<file path="src/design/pfla_pkg.sv">
// ----------------------------------------------------------------------------
// pfla_pkg
// Shared types and codes for the page free list allocator.
// ----------------------------------------------------------------------------
package pfla_pkg;

  localparam int PAGE_W  = 10;
  localparam int COUNT_W = 11;
  localparam int STAT_W  = 2;

  localparam logic FUNC_ALLOC = 1'b0;
  localparam logic FUNC_FREE  = 1'b1;

  localparam logic [STAT_W-1:0] ST_OK        = 2'd0;
  localparam logic [STAT_W-1:0] ST_IGNORED   = 2'd1;
  localparam logic [STAT_W-1:0] ST_EXHAUSTED = 2'd2;

  typedef struct packed {
    logic              func;
    logic [PAGE_W-1:0] page_id;
  } req_t;

  typedef struct packed {
    logic [PAGE_W-1:0]  result_page;
    logic [STAT_W-1:0]  status;
    logic [COUNT_W-1:0] pages_in_use_count;
  } rsp_t;

  typedef enum logic [1:0] {
    CMD_ALLOC,
    CMD_FREE,
    CMD_FREE_ZERO
  } cmd_kind_t;

  typedef struct packed {
    cmd_kind_t         kind;
    logic [PAGE_W-1:0] page;
  } cmd_t;

  typedef enum logic {
    BK_IDLE,
    BK_POP
  } back_state_t;

endpackage

</file>
<file path="src/design/pfla_front.sv">
// ----------------------------------------------------------------------------
// pfla_front
// Request stage: takes a request beat, decodes it into a command.
// ----------------------------------------------------------------------------
module pfla_front
  import pfla_pkg::*;
(
  input  logic clk,
  input  logic rst,
  input  logic req_valid,
  output logic req_stall,
  input  req_t req,
  output logic q_push,
  output cmd_t q_cmd,
  input  logic q_full
);

  logic f_valid;
  cmd_t f_cmd;
  cmd_t dec_cmd;
  logic take;

  always_comb begin
    dec_cmd.page = req.page_id;
    if (req.func == FUNC_FREE) begin
      dec_cmd.kind = (req.page_id == '0) ? CMD_FREE_ZERO : CMD_FREE;
    end else begin
      dec_cmd.kind = CMD_ALLOC;
    end
  end

  assign req_stall = f_valid && q_full;
  assign q_push    = f_valid && !q_full;
  assign q_cmd     = f_cmd;
  assign take      = req_valid && !req_stall;

  always_ff @(posedge clk) begin
    if (rst) begin
      f_valid <= 1'b0;
    end else if (take) begin
      f_valid <= 1'b1;
    end else if (q_push) begin
      f_valid <= 1'b0;
    end
  end

  always_ff @(posedge clk) begin
    if (take) begin
      f_cmd <= dec_cmd;
    end
  end

endmodule

</file>
<file path="config.mk">
export PLATFORM = sky130hd
export DESIGN_NAME = pfla_front
export DESIGN_NICKNAME = d
export VERILOG_FILES = /design/src/design/pfla_pkg.sv /design/src/design/pfla_front.sv
export SDC_FILE = /design/constraint.sdc
export NUM_CORES = 1
export LEC_CHECK = 0
export ABC_AREA = 0
export BUFFER_PORTS_ARGS = -buffer_cell sky130_fd_sc_hd__buf_2
export CAP_MARGIN = 20
export CORE_AREA = 10 10 47 49
export CTS_BUF_LIST = sky130_fd_sc_hd__clkbuf_4 sky130_fd_sc_hd__clkbuf_8
export DETAILED_ROUTE_END_ITERATION = 6
export DIE_AREA = 0 0 57 59
export GPL_TIMING_DRIVEN = 0
export PLACE_DENSITY_LB_ADDON = 0.15
export SLEW_MARGIN = 20
export SYNTH_ARGS = -nofsm -noshare
export SYNTH_HDL_FRONTEND = slang
export SYNTH_SLANG_ARGS = --single-unit
</file>
<file path="constraint.sdc">
create_clock -name clk -period 3.8 [get_ports clk]
set_input_delay 0 -clock clk [delete_from_list [all_inputs] [get_ports clk]]
set_output_delay 0 -clock clk [all_outputs]
set_load 0.05 [all_outputs]
</file>
==> impl_results.md, run 1 <==
* DR WL/cell at 13.2 um
* Max capacitance violation total at 0
* Worst path arrival time at 1.49 ns
* Rel. slew slack at 33.6%
* Non-Filler Instances at 84
* Core Area at 0.00140 mm2
* Post-synthesis cell type count at 10
* Clock Sinks at 13
* M2 GR Usage at 13.5%
* Pwr Total at 317 uW
* Peak VDD IR at 276 uV
* Mapped Cells at 24
* Vias in the first global route at 410
* Net Switching at 83.4 uW
* Die area at 0.00336 mm2
* Fin nets at 84
* Worst-Margin Slew at 0.994 ns
* Reg power frac at 52.8%
* DR iter-0 viols at 4
* Chip height at 59 um
* Placed instance count at 68
* CTS tree: yes
* P_int at 234 uW
* Netlist Area Pre-Place at 443 um2
* Post-synthesis sequential area ratio at 85.9%
* M1 GR Usage at 4.96%
* Pin count of the biggest net entering global routing at 13
* Gr usage total at 6.85%
* P&R area growth vs syn at 70.1%
* Fillers at 141
* Mapped Nets at 39
* Setup Skew at 0.000466 ns
* Crit Path Category: reg -> reg
* Fin. max-slew vios at 0
* Period utilization at 42.2%
* DP Wirelength at 849 um
* Gate power share at 19.6%
* H-tree level count at 1
* Starting Density at 31.6%
* TNS Setup at 0 ns
* Worst Hold Depth at 3
* Max Freq at 0.624 GHz
* #FFs+latches synth at 13
* Finish-stage setup viols at 0
* Switching share of power at 26.3%
* Leak Pwr at 0.000332 uW
* Share of layout cells above drive strength 1 at 47.1%
* CTS buffer count at 3
* Worst hold path type: in -> reg
* Antenna diodes at 0
* Commonest non-fill, non-tap cells in the layout: buf_2 (28), dlygate4sd3_1 (12), edfxtp_1 (12)
* # DRC at 0
* Met3 Usage GRT at 5.58%
* Period minus WS final at 1.60 ns
* Initial antenna violation count at 0
* Startpoint type of the worst setup path: flop
* Clk Latency, worst-skew pair at 0.26 ns
* Die X at 57 um
* Req. time, crit path at 3.69 ns
* RSZ-0062 raised after global routing: no
* Most common cell after layout, fill and taps aside: buf_2
* First-pass GRT wire length at 1790 um
* Core Rows at 14
* Antenna-violating nets left at 0
* Clock transition at path regs at 0.07 ns
* Final GP Congestion at 0.598
* Vias at 367
* Clock network power share at 27.6%
* Setup bufs post-CTS at 0
* Final wirelength at 1110 um
* Critical Path End Type: flop
* Grt ovf at 0
* GRT busiest layer: met2
* CTS max path bufs at 2
* Worst r2r path cells at 2
* Num ports at 29
* Vias/cell at 4.37
* First-pass DRT Iterations at 3
* PD cells at 421 mW/mm2
* CTS root buffer: clkbuf_4
* Final hold viol count at 0
* Ys Warns at 0
* Outcome: finished, final reports clean
* Worst-path maximum fanout at 12
* Hold slack at 0.0722 ns
* Port-buffer cells at 28
* Avg Cell Area, Syn at 18.5 um2
layout make-up:
class / instances / area, um2 / share of cell area [%]
Timing Repair Buffer: 40 / 260 / 34.6
Clock buffer: 4 / 30.0 / 3.99
Inverter: 1 / 3.75 / 0.498
Tap cell: 16 / 20.0 / 2.66
Sequential cell: 13 / 380 / 50.5
Multi-Input combinational cell: 10 / 58.8 / 7.81
cell families after synthesis:
family	share of synthesized area, %
and+or+nand+nor	10.7
DFF	85.9
AOI/OAI and AO/OA	2.54
buffers and inverters	0.847
worst paths after layout:
| check | slack [ns] | start | endpoint |
|---|---|---|---|
| setup reg to reg | 2.20 | f_valid | q_cmd[8] |
| hold / removal | 0.07 | req[10] | q_cmd[10] |
| setup / recovery | 2.20 | f_valid | q_cmd[8] |
| hold reg to reg | 0.92 | f_valid | q_cmd[2] |
per-stage QoR:
stage | util, % | worst slack (ns) | area [um2]
final | 53.8 | 2.20 | 753
after global routing | 53.8 | 2.06 | 753
after CTS | 53.8 | 2.17 | 753
after detailed placement | 43.0 | 2.18 | 603
after global placement | 43.0 | 2.19 | 603
after floorplan | - | 2.16 | 443
power groups by stage:
stage,registers [uW],logic [uW],clock network [uW]
floorplan,197,8.84,0
finish,168,62.2,87.5
CTS,168,62.9,91.1
global route,168,66.3,96.4
global placement,171,53.0,0
detailed placement,171,53.2,0
what timing repair did:
item | CTS | global route
hold buffers | 12 | 0
hold endpoints to repair | 11 | 0
resized for setup | 0 | 0
per-layer routing:
metal / part of all wire (%) / wire length (um)
met5: 0 / 0
met4: 0 / 0
met3: 13 / 139
met2: 58 / 644
met1: 29 / 324
worst max-delay path: stages (launching register included):
cell and delay, ns:
dfxtp_1 0.32, and2_1 0.14, nor2b_1 0.76
registers in the layout, indices dropped and copies added (netlist names):
signal	flops
f_valid	1
q_cmd	12
cell usage after synthesis:
cell,count,area share (%)
a31oi_1,1,1.4
a21oi_1,1,1.1
and2_1,1,1.4
and4_1,1,2.0
dfxtp_1,1,4.5
inv_1,1,0.85
nor4_1,2,2.8
edfxtp_1,12,81
nor2_1,2,1.7
nor2b_1,2,2.8
Power figures use the tool's default switching activity.
==> inputs of run 2 (changes only) <==
Clock period 3.8 ns to 1.6 ns, I/O delays scaled along.
==> run 2 against run 1 <==
Effect of this change:
- first-iteration DRC count shrank 75%
- critical path depth unchanged
- sequential cell count did not move
- sequential share of layout area down 0.17 points
- largest power group unchanged
- worst hold slack worse by 0.0012 ns
- global-route usage is 0.21 points lower
- clock-buffer cell count did not move
- cell count stayed put
- utilization increased by 0.18 points
==> impl_results.md, run 2 (synthesis results as in run 1) <==
* Share of layout cells above drive strength 1 at 48.5%
* RSZ-0062 raised after global routing: no
* P&R area growth vs syn at 70.6%
* Critical Path End Type: flop
* Final GP Congestion at 0.552
* Setup Skew at 0.00109 ns
* Vias at 356
* Setup ws final at 0.265 ns
* Final wirelength at 1140 um
* Pwr Total at 760 uW
* Period minus WS final at 1.33 ns
* Reg power frac at 52.3%
* Crit Path Category: reg -> reg
* Antenna diodes at 0
* H-tree level count at 1
* Req. time, crit path at 1.51 ns
* Clock network power share at 28.1%
* Max capacitance violation total at 0
* Die area at 0.00336 mm2
* DR WL/cell at 13.5 um
* Net Switching at 204 uW
* Vias in the first global route at 397
* CTS tree: yes
* Gate power share at 19.6%
* P_int at 556 uW
* Period utilization at 83.4%
* Fin. max-slew vios at 0
* CTS-repair resized insts at 0
* Most common cell after layout, fill and taps aside: buf_2
* Max Freq at 0.749 GHz
* Pre-CTS setup slack at 0.273 ns
* Peak VDD IR at 493 uV
* Core Area at 0.00140 mm2
* Initial antenna violation count at 0
* DP Wirelength at 777 um
* Worst-Margin Slew at 0.611 ns
* Commonest non-fill, non-tap cells in the layout: buf_2 (28), dlygate4sd3_1 (12), edfxtp_1 (12)
* Core Rows at 14
* Die X at 57 um
* Pin count of the biggest net entering global routing at 13
* Num ports at 29
* CTS buffer count at 3
* Outcome: finished, final reports clean
* PD cells at 1010 mW/mm2
* Final hold viol count at 0
* Clock transition at path regs at 0.08 ns
* Util after Layout at 53.9%
* Clk Latency, worst-skew pair at 0.27 ns
* Antenna-violating nets left at 0
* Worst Hold Depth at 3
* Grt ovf at 0
* Worst r2r path cells at 2
* Clock Sinks at 13
* Leak Pwr at 0.000333 uW
* Hold endpoint: q_cmd[10]
* # DRC at 0
* Hold slack at 0.0710 ns
* CTS root buffer: clkbuf_4
* Chip height at 59 um
* Worst r2r src: f_valid
* Gr usage total at 6.63%
* TNS Setup at 0 ns
* Startpoint type of the worst setup path: flop
* Max reg flops at 12
* Worst-path maximum fanout at 12
* Hold path startpoint: req[10]
* Vias/cell at 4.24
* FF-to-FF End: q_cmd[9]
* Worst path arrival time at 1.24 ns
* Port-buffer cells at 28
* CTS max path bufs at 2
* Flop-to-flop setup slack at 0.27 ns
* Starting Density at 31.6%
* Finish-stage setup viols at 0
* First-pass GRT wire length at 1700 um
* Fin nets at 84
* DR iter-0 viols at 1
* Switching share of power at 26.8%
* Rel. slew slack at 59.1%
* First-pass DRT Iterations at 2
* Worst hold path type: in -> reg
==> run 2: routing by layer <==
layer  vias up  wire, um  GRT usage (%)
li1        179         -              -
met1       163       341           5.59
met2        14       667           12.2
met3         0       128           3.86
met4         0         0           3.02
met5         -         0              0
==> run 2: area by class of cell <==
cell class / instances / area (um2)
Timing Repair Buffer: 40 / 260
Sequential cell: 13 / 380
Multi-Input combinational cell: 10 / 61.3
Inverter: 1 / 3.75
Clock buffer: 4 / 30.0
Tap cell: 16 / 20.0
Fill cell: 133 / 646
==> run 2: how the worst max path moves through the flow <==
stage,start,to,slack (ns),depth (start not counted)
6_report,f_valid,q_cmd[9],0.27,2
5_1_grt,f_valid,q_cmd[3],0.20,2
4_1_cts,f_valid,q_cmd[9],0.26,2
3_5_place_dp,f_valid,q_cmd[9],0.27,2
3_3_place_gp,f_valid,q_cmd[8],0.28,2
2_1_floorplan,f_valid,q_cmd[0],0.18,2
==> run 2: critical path, stage by stage (launching register included) <==
cell     delay [ns]
dfxtp_1        0.32
and2_1         0.15
nor2b_2        0.51
==> run 2: repair_timing <==
item / in CTS / in global routing
hold endpoints to repair: 11 / 0
hold buffers: 12 / 0
setup buffers: 0 / 0
==> run 2: power by group through the flow <==
stage / sequential, uW / clock [uW] / combinational, uW
2_1_floorplan: 469 / 0 / 21.7
3_3_place_gp: 405 / 0 / 126
3_5_place_dp: 405 / 0 / 127
4_1_cts: 398 / 222 / 149
5_1_grt: 399 / 238 / 158
6_report: 398 / 213 / 149
==> run 2: stage by stage <==
stage	cells	cell area, um2
after floorplan	24	445
after global placement	68	606
after detailed placement	68	606
after CTS	84	756
after global routing	84	756
final	84	756
