### config.mk
export PLATFORM = sky130hd
export DESIGN_NAME = pfla_queue
export DESIGN_NICKNAME = d
export VERILOG_FILES = /design/src/design/pfla_pkg.sv /design/src/design/pfla_queue.sv
export SDC_FILE = /design/constraint.sdc
export NUM_CORES = 1
export LEC_CHECK = 0
export BUFFER_PORTS_ARGS = -buffer_cell sky130_fd_sc_hd__buf_2
export CORE_AREA = 2 2 61 52
export CTS_CLUSTER_SIZE = 30
export DETAILED_ROUTE_END_ITERATION = 8
export DIE_AREA = 0 0 63 54
export REMOVE_ABC_BUFFERS = 1
export SETUP_SLACK_MARGIN = 0.3
export SYNTH_ARGS = -nofsm -noshare
export SYNTH_HDL_FRONTEND = slang
export SYNTH_SLANG_ARGS = --single-unit
### constraint.sdc
create_clock -name clk -period 3.45 [get_ports clk]
set_clock_uncertainty 0.2 [all_clocks]
set_input_delay 0.345 -clock clk [delete_from_list [all_inputs] [get_ports clk]]
set_output_delay 0.345 -clock clk [all_outputs]
set_load 0.02 [all_outputs]
### src/design/pfla_pkg.sv
// ----------------------------------------------------------------------------
// pfla_pkg
// Shared types and codes for the page free list allocator.
// ----------------------------------------------------------------------------
package pfla_pkg;

  localparam int PAGE_W  = 10;
  localparam int COUNT_W = 11;
  localparam int STAT_W  = 2;

  localparam logic FUNC_ALLOC = 1'b0;
  localparam logic FUNC_FREE  = 1'b1;

  localparam logic [STAT_W-1:0] ST_OK        = 2'd0;
  localparam logic [STAT_W-1:0] ST_IGNORED   = 2'd1;
  localparam logic [STAT_W-1:0] ST_EXHAUSTED = 2'd2;

  typedef struct packed {
    logic              func;
    logic [PAGE_W-1:0] page_id;
  } req_t;

  typedef struct packed {
    logic [PAGE_W-1:0]  result_page;
    logic [STAT_W-1:0]  status;
    logic [COUNT_W-1:0] pages_in_use_count;
  } rsp_t;

  typedef enum logic [1:0] {
    CMD_ALLOC,
    CMD_FREE,
    CMD_FREE_ZERO
  } cmd_kind_t;

  typedef struct packed {
    cmd_kind_t         kind;
    logic [PAGE_W-1:0] page;
  } cmd_t;

  typedef enum logic {
    BK_IDLE,
    BK_POP
  } back_state_t;

endpackage

### src/design/pfla_queue.sv
// ----------------------------------------------------------------------------
// pfla_queue
// Two-entry command queue between the front and back parts.
// ----------------------------------------------------------------------------
module pfla_queue
  import pfla_pkg::*;
(
  input  logic clk,
  input  logic rst,
  input  logic push,
  input  cmd_t push_cmd,
  output logic full,
  input  logic pop,
  output logic not_empty,
  output cmd_t head
);

  cmd_t       slot [2];
  logic       wr_ptr;
  logic       rd_ptr;
  logic [1:0] count;

  assign full      = (count == 2'd2);
  assign not_empty = (count != 2'd0);
  assign head      = slot[rd_ptr];

  always_ff @(posedge clk) begin
    if (rst) begin
      wr_ptr <= 1'b0;
      rd_ptr <= 1'b0;
      count  <= 2'd0;
    end else begin
      if (push) begin
        wr_ptr <= !wr_ptr;
      end
      if (pop) begin
        rd_ptr <= !rd_ptr;
      end
      if (push && !pop) begin
        count <= count + 2'd1;
      end else if (pop && !push) begin
        count <= count - 2'd1;
      end
    end
  end

  always_ff @(posedge clk) begin
    if (push) begin
      slot[wr_ptr] <= push_cmd;
    end
  end

endmodule

==> metrics.md, run 1 <==
| Metric | Value |
|---|---|
| Row count | 18 |
| Vias/cell | 4.414 |
| Fin. max-slew vios | 0 |
| Fin. Hold Viols | 0 |
| EDFF count, synth | 24 |
| Largest family of logic cells by synthesized area | multiplexers |
| Hold path start | push_cmd[2] |
| Critical Path Sink Type | output port |
| Post CTS Setup Buffer Count | 0 |
| Initial antenna violation count | 0 |
| Status | complete, no violations |
| RSZ-0062 raised after global routing | no |
| Post-CTS Resized | 0 |
| Setup slack, reg-to-reg | 2.03 ns |
| Final setup viols | 0 |
| Area contributors post-synth | edfxtp_1 67%, mux2_2 13%, dfxtp_1 9.3% |
| F_max | 0.4793 GHz |
| Clk slew on worst S/H paths | 0.08 ns |
| Post-Syn Instances | 59 |
| P_leak | 0.5344 nW |
| Largest area contributor in the netlist | edfxtp_1 |
| H-tree levels | 2 |
| Reg-to-Reg Start | wr_ptr |
| Non-filler cells, final | 140 |
| Clk sinks | 29 |
| Dpl cells | 128 |
| Hold Path Depth | 1 |
| Mux cell area share after synthesis | 12.62% |
| Ports | 30 |
| Setup tns final | 0 ns |
| CP Data Required Time | 2.90 ns |
| Largest net degree at the start of global routing | 13 |
| Kind of start point of the critical path | flop |
| Final period util | 60.47% |
| Max Cap Violations | 0 |
| Post-Synth Adder-Cell Area | 1.168% |
| GPL Wtd Cong | 0.6052 |
| Synth Flop Type | edfxtp_1 |
| Ant. Diodes | 0 |
| Max Root-Sink Buffers | 2 |
| Initial core utilization | 37.45% |
| 1st-iter DRT viols | 15 |
| Number of global-route vias before repair | 563 |
| Final WL | 1667 um |
| Minimum clock period | 2.086 ns |
| CP max FO | 12 |
| Most frequent cell after synthesis | edfxtp_1 |
| Register bit count reported by yosys | 29 |
| Post-synthesis compound-gate area fraction | 0.9346% |
| Share of post-route cells with drive strength above 1 | 50.00% |
| Hold worst-path end | slot[1][2] |
| Area Growth Syn to Fin | 26.87% |
| Worst Hold Class | in2reg |
| Worst hold slack | 0.02265 ns |
| Number of buffers added on ports | 29 |
| Clock Root Buffer | clkbuf_4 |
| Worst r2r dst | slot[1][10] |
| CP max stage cell | dfxtp_1 |
| Nets | 116 |
| Worst skew pair latency | 0.31 ns |
| Drt wl/cell | 11.91 um |
| Critical Path AT | 1.54 ns |
| Chip Width | 63 um |
| Simple-Gate Fraction of Synth Area | 4.556% |
| Crit path largest cell delay | 0.67 ns |
| DR DRC count | 0 |
| Mean post-synth cell area | 18.15 um2 |
| Chip height | 54 um |
| GRT overflow | 0 |
| Core area | 0.002860 mm2 |
| Worst rel slew slack | 62.10% |
| XOR/XNOR Fraction of Synth Area | 3.271% |
| R2R depth | 1 |
| DR vias | 618 |
| Global-route wire length before repair | 2511 um |
| DRT Pass-1 Iters | 3 |
| CTS tree | done |
| Asr flop ratio synth | 0% |
| Worst Max-Slew Pin Slew | 0.5685 ns |
| Power per standard cell area | 519.9 mW/mm2 |
| Yosys Warn Count | 0 |
| Top cells by count, synth | 24 x edfxtp_1, 12 x mux2_2, 5 x dfxtp_1, 4 x nor2_1 |
| Critical path class | reg2out |
| Maximum vdd drop | 0.2286 mV |
| Num CTS Buffers | 5 |
| Cell Chain, Critical Path | mux2_2 -> buf_2 |
| Yosys top cell area share | 67.29% |
| Remaining antenna violation count after routing | 0 |
| Total die area | 0.003402 mm2 |
| Synth Cell Area | 0.001071 mm2 |
| HPWL after DPL | 1192 um |
| GRT Util Overall | 10.55% |
| Sequential fraction of the synthesis area | 76.64% |
| Synth cell types | 16 |
==> area by class of cell <==
type,count,area (um2)
Sequential cell,29,820.8
Clock buffer,5,37.54
Multi-Input combinational cell,28,241.5
Timing Repair Buffer,34,192.7
Tap cell,40,50.05
Inverter,1,3.754
Fill cell,286,1501
Clock inverter,3,12.51
==> report_power, final <==
group | internal [mW] | total (mW) | switching (mW)
Combinational | 0.0502 | 0.108 | 0.0577
Sequential | 0.405 | 0.419 | 0.0136
Clock | 0.0734 | 0.180 | 0.106
==> worst max-delay path, delay by kind of cell (launching register included) <==
| kind | cells | cell delay (ns) |
|---|---|---|
| buf+inv | 1 | 0.16 |
| flops | 1 | 0.67 |
| mux | 1 | 0.40 |
==> what timing repair did <==
| action | in CTS | in global routing |
|---|---|---|
| hold buffers | 0 | 4 |
| setup endpoints to repair | 0 | 0 |
| hold endpoints to repair | 0 | 8 |
==> registers in the layout, indices dropped and copies added, names as in the netlist, named ones only <==
register and count:
slot 24, count 2, rd_ptr 1, wr_ptr 1
==> how the worst max path moves through the flow <==
| stage | start | to | slack [ns] | cells after the start |
|---|---|---|---|---|
| after global routing | flop | head[4] | 1.26 | 2 |
| after detailed placement | flop | head[4] | 1.67 | 2 |
| after floorplan | push | slot[0][0] | 1.93 | 1 |
| after CTS | flop | head[4] | 1.31 | 2 |
| final | flop | head[4] | 1.36 | 2 |
| after global placement | flop | head[7] | 1.66 | 2 |
==> per-stage QoR <==
step           setup slack [ns]  cell area [um2]  total power, mW  util [%]
2_1_floorplan             1.930             1066           0.4924         -
5_1_grt                   1.258             1359           0.7415     47.51
4_1_cts                   1.312             1319           0.7152     46.11
3_3_place_gp              1.664             1269           0.5303     44.36
3_5_place_dp              1.669             1269           0.5335     44.36
6_report                  1.364             1359           0.7064     47.51
==> metal layers <==
metal | track usage [%] | wire [um]
met5 | 0 | 0
met4 | 4.444 | 0
met3 | 6.485 | 155
met2 | 17.02 | 803
met1 | 11.36 | 708
==> cells by family after synthesis <==
family          count (synthesis)
fa+ha+maj                       1
buf+inv                         2
simple gates                    9
mux                            12
compound gates                  2
flops                          29
xor+xnor                        4
==> cells in the final DEF, fill, tap and decap left out, types with 2 or more instances in the layout <==
master and instances:
xnor2_1 2, nor2_1 4, buf_2 29, dlygate4sd3_1 4
clkbuf_4 5, xor2_1 2, clkinv_1 2, edfxtp_1 24
dfxtp_1 5, mux2_2 12
Note: power is estimated with default switching activity, not from simulation.
==> inputs of run 2 (changes only) <==
--- a/config.mk
+++ b/config.mk
@@ -5,11 +5,12 @@
 export SDC_FILE = /design/constraint.sdc
 export NUM_CORES = 1
 export LEC_CHECK = 0
+export ABC_AREA = 1
 export BUFFER_PORTS_ARGS = -buffer_cell sky130_fd_sc_hd__buf_2
-export CORE_AREA = 2 2 61 52
+export CORE_AREA = 2 2 63 53
 export CTS_CLUSTER_SIZE = 30
 export DETAILED_ROUTE_END_ITERATION = 8
-export DIE_AREA = 0 0 63 54
+export DIE_AREA = 0 0 65 55
 export REMOVE_ABC_BUFFERS = 1
 export SETUP_SLACK_MARGIN = 0.3
 export SYNTH_ARGS = -nofsm -noshare
==> constraint.sdc (replaced) <==
create_clock -name clk -period 1.77 [get_ports clk]
set_clock_uncertainty 0.2 [all_clocks]
set_input_delay 0.177 -clock clk [delete_from_list [all_inputs] [get_ports clk]]
set_output_delay 0.177 -clock clk [all_outputs]
set_load 0.02 [all_outputs]
==> metrics.md, run 2 <==
| Metric | Value |
|---|---|
| Critical Path Sink Type | output port |
| Total die area | 0.003575 mm2 |
| Post-Syn Instances | 70 |
| HPWL after DPL | 1264 um |
| Chip Width | 65 um |
| Core area | 0.002950 mm2 |
| Commonest non-fill, non-tap cell in the layout | edfxtp_1 |
| Setup tns final | 0 ns |
| Crit path largest cell delay | 0.38 ns |
| Max Root-Sink Buffers | 2 |
| Hold Path Depth | 3 |
| Max Cap Violations | 0 |
| Final period util | 90.37% |
| Mean post-synth cell area | 16.16 um2 |
| Worst Hold Class | in2reg |
| Clk slew on worst S/H paths | 0.06 ns |
| Fin. max-slew vios | 0 |
| Non-filler cells, final | 164 |
| Sequential fraction of the synthesis area | 72.57% |
| Total chip power | 1.587 mW |
| Most frequent cell after synthesis | edfxtp_1 |
| Fin util | 56.83% |
| Status | complete, no violations |
| Ant. Diodes | 0 |
| CP Data Required Time | 1.39 ns |
| H-tree levels | 2 |
| Hold path start | push |
| Fin. Hold Viols | 0 |
| EDFF count, synth | 24 |
| Largest net degree at the start of global routing | 14 |
| Cell Chain, Critical Path | buf_8 -> mux2_4 -> buf_6 |
| Switching fraction of total power | 23.37% |
| Register bit count reported by yosys | 29 |
| CTS tree | done |
| P_leak | 0.7173 nW |
| Area Growth Syn to Fin | 48.23% |
| Largest regs | slot (24), count (2) |
| Clk sinks | 29 |
| Share of post-route cells with drive strength above 1 | 41.94% |
| DRT Pass-1 Iters | 3 |
| Clock Root Buffer | clkbuf_8 |
| Max FFs per register | 24 |
| Internal Pwr Total | 1.216 mW |
| Worst skew pair latency | 0.27 ns |
| Area contributors post-synth | edfxtp_1 64%, mux2_4 13%, dfxtp_1 8.8% |
| Post-placement cell area | 0.001338 mm2 |
| Row count | 18 |
| Initial core utilization | 38.34% |
| 1st-iter DRT viols | 25 |
| Vias/cell | 4.262 |
| RSZ-0062 raised after global routing | yes |
| DR DRC count | 0 |
| Remaining antenna violation count after routing | 0 |
| Synth Flop Type | edfxtp_1 |
| R2R depth | 2 |
| Post-route cell area | 0.001677 mm2 |
| GPL Wtd Cong | 0.6931 |
| Asr flop ratio synth | 0% |
| Drt wl/cell | 11.28 um |
| Worst Max-Slew Pin Slew | 0.4937 ns |
| Top cells by count, synth | 24 x edfxtp_1, 10 x mux2_4, 9 x inv_1, 6 x nand2_1, 6 x nor2_1 |
| Switch Pwr | 370.9 uW |
| Maximum vdd drop | 0.5067 mV |
| CP max stage cell | dfxtp_4 |
| Critical Path AT | 1.22 ns |
| Synth Cell Area | 0.001131 mm2 |
| Power per standard cell area | 946.6 mW/mm2 |
| Nets | 140 |
| DR vias | 699 |
| Number of global-route vias before repair | 693 |
| Num CTS Buffers | 5 |
| F_max | 0.6251 GHz |
| Most frequent cells in the layout | 24 x edfxtp_1, 17 x buf_2, 14 x dlygate4sd3_1 |
| Initial antenna violation count | 0 |
| Yosys top cell area share | 63.72% |
| Ports | 30 |
| Chip height | 55 um |
| Dpl cells | 141 |
| Flop pwr share | 50.6% |
| Critical path class | reg2out |
| Clk pwr share | 30.4% |
| Worst rel slew slack | 67.05% |
| Number of buffers added on ports | 29 |
| Kind of start point of the critical path | flop |
| Biggest register | slot |
| Global-route wire length before repair | 3042 um |
| Minimum clock period | 1.600 ns |
| Yosys Warn Count | 0 |
| Largest area contributor in the netlist | edfxtp_1 |
| Final setup viols | 0 |
| Synth cell types | 15 |
| GRT overflow | 0 |
| Power share of the combinational group | 19.0% |
| GRT Util Overall | 12.49% |
| Reg-to-Reg Start | wr_ptr |
| CP max FO | 6 |
| Final WL | 1850 um |
[run 2: changes by cell type in the layout (fill, tap and decap cells not counted), sizes merged, moves of 2 or more]
cell and change:
nor2 +2, inv +8, nand2 +6, xor2 -2, buf +3, dlygate4sd3 +10
[run 2: layer usage]
metal	part of all wire (%)	GRT usage (%)
met4	2.2	6.383
met1	41	13.34
met5	0	0
met2	50	21.31
met3	6.7	5.870
[run 2: kinds of logic (layout without fill, tap and decap cells)]
logic type | after synthesis | count (layout) | share of synthesized area, %
flops | 29 | 29 | 72.57
fa+ha+maj | 1 | 1 | 1.106
simple gates | 15 | 15 | 5.420
compound gates | 2 | 2 | 0.8841
xor+xnor | 1 | 1 | 0.7745
mux | 12 | 12 | 15.26
buf+inv | 10 | 64 | 3.982
[run 2: per-stage QoR]
step	hold slack, ns	setup slack [ns]
global route	0.07271	0.1381
detailed placement	0.1706	0.3016
global placement	0.1660	0.3021
CTS	0.002537	0.1533
finish	0.007150	0.1704
floorplan	0.04938	0.2803
[run 2: final timing paths]
check                      to  slack, ns
setup / recovery      head[1]       0.17
hold / removal         wr_ptr      0.007
setup reg to reg  slot[1][11]       0.43
hold reg to reg        rd_ptr       0.31
[run 2: cell type report]
class                   instances  area, um2
clock buffers                   5      68.82
clock inverters                 3      12.51
fillers                       252       1274
inverters                       9      33.78
multi-input cells              31      272.8
flip-flops and latches         29      824.5
well taps                      40      50.05
repair buffers                 47      414.1
[run 2: repair_timing]
action,in CTS,in global routing
resized for setup,30,1
hold buffers,14,0
hold endpoints to repair,27,0
setup buffers,1,0
endpoints found under the setup margin,12,12
[run 2: worst max-delay path: cells and delay by family, from the launching register on]
kind,cells,cell delay (ns)
flip-flops,1,0.38
multiplexers,1,0.30
buffers and inverters,2,0.27
[run 2: power groups by stage]
stage	Combinational (mW)	Clock, mW	Sequential, mW
floorplan	0.138	0	0.819
global placement	0.217	0	0.814
detailed placement	0.221	0	0.815
CTS	0.302	0.511	0.802
global route	0.324	0.534	0.807
finish	0.301	0.483	0.802
==> inputs of run 3 (changes only) <==
--- a/config.mk
+++ b/config.mk
@@ -6,7 +6,7 @@
 export NUM_CORES = 1
 export LEC_CHECK = 0
 export ABC_AREA = 1
-export BUFFER_PORTS_ARGS = -buffer_cell sky130_fd_sc_hd__buf_2
+export BUFFER_PORTS_ARGS = -buffer_cell sky130_fd_sc_hd__buf_4
 export CORE_AREA = 2 2 63 53
 export CTS_CLUSTER_SIZE = 30
 export DETAILED_ROUTE_END_ITERATION = 8
==> metrics.md, run 3 (synthesis results as in run 2) <==
| Metric | Value |
|---|---|
| Status | complete, no violations |
| Max FFs per register | 24 |
| Final WL | 1946 um |
| Minimum clock period | 1.593 ns |
| Crit path largest cell delay | 0.37 ns |
| Commonest non-fill, non-tap cell in the layout | edfxtp_1 |
| Hold path start | push |
| Final period util | 90.03% |
| Clock Root Buffer | clkbuf_8 |
| Hold worst-path end | wr_ptr |
| Reg-to-Reg Start | wr_ptr |
| PnR worst setup slack | 0.1766 ns |
| Max Cap Violations | 0 |
| Vias/cell | 4.242 |
| Cell Chain, Critical Path | buf_8 -> mux2_4 -> buf_6 |
| Kind of start point of the critical path | flop |
| Critical Path AT | 1.22 ns |
| Ports | 30 |
| CP max stage cell | dfxtp_4 |
| Number of buffers added on ports | 29 |
| CP Data Required Time | 1.39 ns |
| Share of post-route cells with drive strength above 1 | 45.60% |
| Final setup viols | 0 |
| RSZ-0062 raised after global routing | yes |
| CTS tree | done |
| Maximum vdd drop | 0.4987 mV |
| Chip Width | 65 um |
| Num CTS Buffers | 5 |
| Worst Hold Class | in2reg |
| DRT Pass-1 Iters | 3 |
| Largest regs | slot (24), count (2) |
| DR DRC count | 0 |
| Setup tns final | 0 ns |
| Most frequent cells in the layout | 24 x edfxtp_1, 21 x buf_4, 14 x dlygate4sd3_1 |
| Largest net degree at the start of global routing | 14 |
| P_leak | 0.7188 nW |
| Ant. Diodes | 0 |
| Row count | 18 |
| DR vias | 700 |
| Biggest register | slot |
| GRT overflow | 0 |
| Max Root-Sink Buffers | 2 |
| Remaining antenna violation count after routing | 0 |
| Fill count | 248 |
| Nets | 142 |
| Power per standard cell area | 927.4 mW/mm2 |
| GPL Wtd Cong | 0.6548 |
| Fin. max-slew vios | 0 |
| Area Growth Syn to Fin | 52.88% |
| HPWL after DPL | 1231 um |
| 1st-iter DRT viols | 13 |
| Number of global-route vias before repair | 713 |
| Worst skew pair latency | 0.27 ns |
| Worst Max-Slew Pin Slew | 0.3424 ns |
| Fin. Hold Viols | 0 |
| F_max | 0.6276 GHz |
| CP delay by family, top | flip-flops |
| Worst rel slew slack | 77.09% |
| Placement Setup Slack | 0.2806 ns |
| WP buf/inv | 2 |
| Clk sinks | 29 |
| Critical path class | reg2out |
| Setup slack, reg-to-reg | 0.40 ns |
| Total die area | 0.003575 mm2 |
| Initial core utilization | 38.34% |
| Drt wl/cell | 11.79 um |
| Core area | 0.002950 mm2 |
| H-tree levels | 2 |
| GRT Util Overall | 12.37% |
| Global-route wire length before repair | 3036 um |
| CP max FO | 6 |
| Clk slew on worst S/H paths | 0.05 ns |
| Critical Path Sink Type | output port |
| R2R depth | 2 |
| Hold Path Depth | 3 |
| Worst r2r dst | slot[0][11] |
| Chip height | 55 um |
| Initial antenna violation count | 0 |
-- run 3: metrics by stage --
step | std cells | total power, mW | cell area [um2] | hold slack (ns) | util [%]
after floorplan | 69 | 0.9570 | 1120 | 0.04938 | -
after global placement | 141 | 1.061 | 1410 | 0.1632 | 47.79
after detailed placement | 141 | 1.066 | 1410 | 0.1647 | 47.79
after CTS | 164 | 1.607 | 1698 | 0.01207 | 57.55
after global routing | 165 | 1.672 | 1729 | 0.04677 | 58.61
final | 165 | 1.604 | 1729 | 0.03068 | 58.61
-- run 3: per-layer routing --
layer | wire length, um | global-route usage [%] | vias to the layer above
met3 | 112 | 3.846 | 8
li1 | - | - | 353
met4 | 63 | 9.574 | 0
met2 | 954 | 20.27 | 22
met1 | 815 | 13.93 | 317
met5 | 0 | 0 | -
-- run 3: worst max-delay path by stage --
stage / start / depth (start not counted) / to / slack (ns)
after floorplan: flop / 1 / head[3] / 0.28
after global placement: flop / 3 / head[10] / 0.31
after detailed placement: flop / 3 / head[2] / 0.28
after CTS: flop / 3 / head[2] / 0.15
after global routing: flop / 3 / head[2] / 0.14
final: flop / 3 / head[2] / 0.18
-- run 3: layout make-up --
cell class              instances  area, um2  share of cell area, %
clock buffers                   6      72.57                  4.197
clock inverters                 1      3.754                 0.2171
inverters                       9      37.54                  2.171
multi-input cells              31      281.5                  16.28
flip-flops and latches         29      824.5                  47.68
well taps                      40      50.05                  2.894
repair buffers                 49      459.2                  26.56
-- run 3: where the power goes --
group	internal (mW)	switching [mW]	leakage (nW)
logic	0.183	0.137	0.413
registers	0.785	0.0168	0.268
clock network	0.264	0.219	0.0387
-- run 3: worst min-delay path, stage by stage --
cell	delay, ns
buf_4	0.14
nor2_1	0.09
nor3_1	0.05
-- run 3: what timing repair did --
| action | in CTS | in global routing |
|---|---|---|
| pin swaps | 0 | 2 |
| gates cloned | 0 | 0 |
| resized for setup | 16 | 6 |
| endpoints found under the hold margin | 28 | 0 |
| buffers inserted | 2 | 1 |
| endpoints found under the setup margin | 12 | 25 |
| hold buffers | 14 | 0 |
